==> src/rtl/core/dq_pkg.sv <==
// dq_pkg: operation and status codes, field widths and the cell control bundle
// for the double-ended queue. Depends on nothing; compiled first.
`timescale 1ns / 1ps
`default_nettype none

package dq_pkg;

	localparam int OP_W     = 3;
	localparam int FIELD_W  = 32;
	localparam int COUNT_W  = 7;
	localparam int STATUS_W = 2;

	typedef enum logic [OP_W-1:0] {
		OP_PUSH_FRONT = 3'd0,
		OP_PUSH_BACK  = 3'd1,
		OP_POP_FRONT  = 3'd2,
		OP_POP_BACK   = 3'd3,
		OP_QUERY      = 3'd4
	} op_t;

	typedef enum logic [STATUS_W-1:0] {
		ST_OK    = 2'd0,
		ST_FULL  = 2'd1,
		ST_EMPTY = 2'd2
	} status_t;

	// broadcast to every cell of the row
	typedef struct packed {
		logic shift_r; // push front: every element moves one cell back
		logic shift_l; // pop front: every element moves one cell forward
		logic append;  // the cell flagged wr_here takes the new value
	} cell_ctrl_t;

endpackage

`default_nettype wire

==> src/rtl/core/dq_cell.sv <==
// dq_cell: one storage cell of the queue row. Holds one element and takes its
// neighbor's value on a shift. Depends on dq_pkg.
`timescale 1ns / 1ps
`default_nettype none

module dq_cell import dq_pkg::*; #(
	parameter int DATA_WIDTH = 32
) (
	input  wire logic                  clk,
	input  wire cell_ctrl_t            ctrl,
	input  wire logic                  wr_here,
	input  wire logic                  last_here,
	input  wire logic [DATA_WIDTH-1:0] push_val,
	input  wire logic [DATA_WIDTH-1:0] left_in,
	input  wire logic [DATA_WIDTH-1:0] right_in,
	output logic      [DATA_WIDTH-1:0] held,
	output logic      [DATA_WIDTH-1:0] data_nx,
	output logic      [DATA_WIDTH-1:0] back_tap
);

	logic [DATA_WIDTH-1:0] data_q;

	always_comb begin
		if (ctrl.shift_r) begin
			data_nx = left_in;
		end else if (ctrl.shift_l) begin
			data_nx = right_in;
		end else if (ctrl.append && wr_here) begin
			data_nx = push_val;
		end else begin
			data_nx = data_q;
		end
	end

	// only the cell that ends up last drives the back-value OR
	assign back_tap = last_here ? data_nx : '0;
	assign held     = data_q;

	always_ff @(posedge clk) begin
		data_q <= data_nx;
	end

endmodule

`default_nettype wire
==> config.mk <==
export PLATFORM = sky130hd
export DESIGN_NAME = dq_cell
export DESIGN_NICKNAME = d
export VERILOG_FILES = /design/src/rtl/core/dq_pkg.sv /design/src/rtl/core/dq_cell.sv
export SDC_FILE = /design/constraint.sdc
export NUM_CORES = 1
export LEC_CHECK = 0
export ABC_AREA = 1
export BUFFER_PORTS_ARGS = -buffer_cell sky130_fd_sc_hd__buf_4
export CAP_MARGIN = 20
export CORE_MARGIN = 1.5
export CORE_UTILIZATION = 40
export DETAILED_ROUTE_END_ITERATION = 10
export PLACE_DENSITY = 0.84
export RECOVER_POWER = 100
export SETUP_SLACK_MARGIN = 0.1
export SLEW_MARGIN = 20
export SYNTH_ARGS = -nofsm -noshare
export SYNTH_HDL_FRONTEND = slang
export SYNTH_SLANG_ARGS = --single-unit
export TNS_END_PERCENT = 100
==> constraint.sdc <==
create_clock -name clk -period 0.91 [get_ports clk]
set_input_delay 0.0455 -clock clk [delete_from_list [all_inputs] [get_ports clk]]
set_output_delay 0.0455 -clock clk [all_outputs]
set_load 0.01 [all_outputs]
* Word-level counts from Yosys, hierarchy flattened
Cells that the tools add are included.
** Storage, ports and cells
- Register bits :: 32
- Latch bits :: 0
- RAM bits :: 0
- Bits in read-only memories :: 0
- Bits of input ports :: 102
- Output and inout port bits :: 96
- Logic and storage cells :: 6
- Memories kept :: 0
** Cells by class
- Add/sub/neg operators :: 0
- $mul :: 0
- Divide/modulo/power cells :: 0
- Order comparisons :: 0
- Eq/ne operators :: 0
- Shift operators :: 0
- Multiplexer cells :: 4
- Bitwise operators :: 0
- Reduce and logical (&&, ||, !) cells :: 1
** Operator list (number)
- 32-bit 2-to-1 mux :: 4
- 1-bit logical AND :: 1

* Longest topological paths before layout
- Depth after elaboration :: 5
- Mapped depth :: 7
- Depth with buffers taken out :: 5

* Least setup slack after synthesis
No wires, ideal clock.
- Kind :: register to output
- From :: register data_q[0], in the netlist held[0]
- To :: output back_tap[0]
- Data arrival time :: 0.742 ns
- Data required time :: 0.864 ns
- Path slack :: 0.123 ns
- Stages on the path, launching flop included :: 5
- Path buffers :: 0
- Cell sequence :: dfxtp_1 nand2_1 nand3_1 nand2_1 a21oi_1
** On the way
- Cells in the longest elaborated chain, start to end :: 4
** RTL lines
- from (decl) :: RTL line dq_cell.sv:21 : logic [DATA_WIDTH-1:0] data_q;
- from (signal assigned) :: RTL line dq_cell.sv:40 : data_q <= data_nx;
- 32-bit 2-to-1 mux :: RTL line dq_cell.sv:28 : end else if (ctrl.append && wr_here) begin
- 32-bit 2-to-1 mux :: RTL line dq_cell.sv:26 : end else if (ctrl.shift_l) begin
- 32-bit 2-to-1 mux :: RTL line dq_cell.sv:24 : if (ctrl.shift_r) begin
- 32-bit 2-to-1 mux :: RTL line dq_cell.sv:36 : assign back_tap = last_here ? data_nx : '0;
- to (decl) :: RTL line dq_cell.sv:18 : output logic [DATA_WIDTH-1:0] back_tap
Every way passes these cells.

* Worst setup path after layout
- From :: input ctrl[1] (netlist bit)
- To :: output back_tap[8]
** On the way
- Cells in the longest elaborated chain, start to end :: 3
** RTL lines
- from (decl) :: RTL line dq_cell.sv:10 : input wire cell_ctrl_t ctrl,
- 32-bit 2-to-1 mux :: RTL line dq_cell.sv:26
- 32-bit 2-to-1 mux :: RTL line dq_cell.sv:24
- 32-bit 2-to-1 mux :: RTL line dq_cell.sv:36
Every way passes these cells.

==> metrics.yaml <==
synth.area.top_cells: "dfxtp_1, nand2_2, nand3_2"
viasPerCell: 5.19
grt_max_degree: 37
routabilityCongestion: 0.846
clock_sinks: 32
drive_above_1_share: 0.745
crit_top_cell: "buf_4"
cts_buffer_depth: 2
yosysTopAreaCellShare: 0.253
ir_drop_mv: 0.754
overflow: 0
antenna_found_initial: 0
arrival_ps: 1140
syn_area_sq_um: 2530
finalCritPeriodShare: 1.31
seq_area_frac_synth: 0.253
cap_viol_max_count: 0
met2_usage: 0.576
drtIter0Drc: 129
grt_pass1_vias: 3373
fp-row-count: 28
p_leak_nw: 2.41
path_buf_inv: 4
postRouteAntennaNets: 0
nNetsFinal: 677
cp_top_family: "buffers and inverters"
largest_reg_flops: 32
syn_to_final_growth_pct: 92.9
antenna_cells: 0
worstSetupPathType: "in2out"
place_ws_ps: -128
route.detailed.drc: 0
hpwlAfterDp_mm: 7.09
clk_pin_slew_ps: 70
synth_nets: 452
synthesis.area_per_instance_sq_um: 7.24
p_per_area_nw_per_um2: 1150
cts_hold_buffers: 0
violations: "setup timing"
max_clock_freq_ghz: 0.841
crit_slowest_cell: "buf_12"
synth_cells: 350
worstSkewPairLatency_ps: 280
setup_viol: 67
slew_violations: 0
fin_ws_ps: -279
ys_ff_latch: 32
critPathMaxStageDelay_ps: 210
cts_tree: "done"
relSlewSlack: 0.818
cp-end-kind: "output pin"
final.setup.tns_ps: -12630
final_cell_mix: "buf_4, buf_6, nand2_2"
routed_wl_mm: 11.0
period_minus_slack_ps: 1190
pin_count: 198
hold_path_class: "in2reg"
path_cells: "buf_4 > inv_2 > buf_12 > nor2_1 > nor2_2 > nand2_2 > a21oi_2 > buf_4"
start_util: 0.421
cts_made_buffers: 5
dpl.cell_count: 614
finalHoldViolations: 0
fp.dieH_um: 82.6
use_met1: 0.275
dieArea_sq_um: 6820
synth-warning-count: 0
final_common_cell: "buf_4"
die_x_um: 82.6
synth_top_area_cell: "dfxtp_1"
wl_per_cell_um: 16.9
track_usage: 0.294
synth_cell_type_count: 17
stdcell_count: 651
via_count: 3380
crit_fanout: 30
htreeDepth: 2
grt_pass1_wl_mm: 15.2
root_buffer: "clkbuf_8"
worst_ep_required_time_ps: 860
grtUsageMet3: 0.0868
cp-start-kind: "input port"
fin_skew_ps: 0
drtPass1Iterations: 4
portBuffers: 197
coreArea_sq_um: 6030
fill_cells: 381
worstMarginPinSlew_ps: 273
rsz0062_at_grt: "yes"
run_status: "finished with violations"
busiest_layer: "met2"
final_util: 0.811
kinds of logic (layout without fill, tap and decap cells):
group	after synthesis	count (layout)	share of synthesized area
compound gates	32	32	0.108
buf+inv	29	255	0.103
simple gates	257	257	0.537
flops	32	32	0.253
power breakdown:
group / switching [mW] / internal (mW) / leakage [nW] / total [mW]
registers: 0.120 / 1.56 / 0.271 / 1.68
clock network: 0.554 / 0.618 / 0.0455 / 1.17
logic: 1.25 / 1.52 / 2.09 / 2.77
total: 1.93 / 3.70 / 2.41 / 5.63
cell usage after synthesis:
library cell	n
nand2_1	68
nor2_1	64
nand2_2	60
nand3_1	34
dfxtp_1	32
a21oi_2	30
nand3_2	30
buf_6	11
buf_2	7
buf_12	3
buf_4	3
a21oi_1	2
buf_1	2
clkbuf_1	1
inv_1	1
inv_2	1
nand2_8	1
per-layer routing:
layer	wire, um	share of wire	vias to the layer above
met2	5960	0.54	178
met4	490	0.044	0
met1	3720	0.34	1585
met3	852	0.077	40
met5	0	0	-
li1	-	-	1577
worst paths after layout:
path	startpoint	endpoint	slack [ps]	cells past startpoint
worst max-delay path	ctrl[1]	back_tap[8]	-280	8
worst min-delay path	left_in[3]	held[3]	30	3
worst max register to register	held[9]	held[9]	-50	6
worst min register to register	held[2]	held[2]	620	4
worst register-to-register path, cell delays in order (launching register included):
cell	delay, ps
dfxtp_2	330
nand2_2	60
nand3_2	60
nand2_2	100
nand2_2	90
buf_6	120
buf_6	100
metrics by stage:
step / hold slack (ps) / total power, mW / cell area [sq um]
after detailed placement: 314 / 3.87 / 4120
after floorplan: 232 / 2.76 / 2530
after CTS: 25.2 / 5.43 / 4700
after global placement: 297 / 3.82 / 4120
final: 27.7 / 5.63 / 4890
after global routing: 27.6 / 5.92 / 4890
final cells by class:
type	count	area, sq um	share of cell area
clock buffers	8	90.1	0.0184
well taps	75	93.8	0.0192
inverters	2	7.51	0.00154
multi-input cells	289	1730	0.354
flip-flops and latches	32	668	0.137
repair buffers	245	2300	0.470
what timing repair did:
item,CTS,global route
setup buffers,28,11
pin swaps,4,8
endpoints found under the setup margin,89,115
gates resized for setup,106,60
No activity file was read; power rests on OpenSTA's default activity.
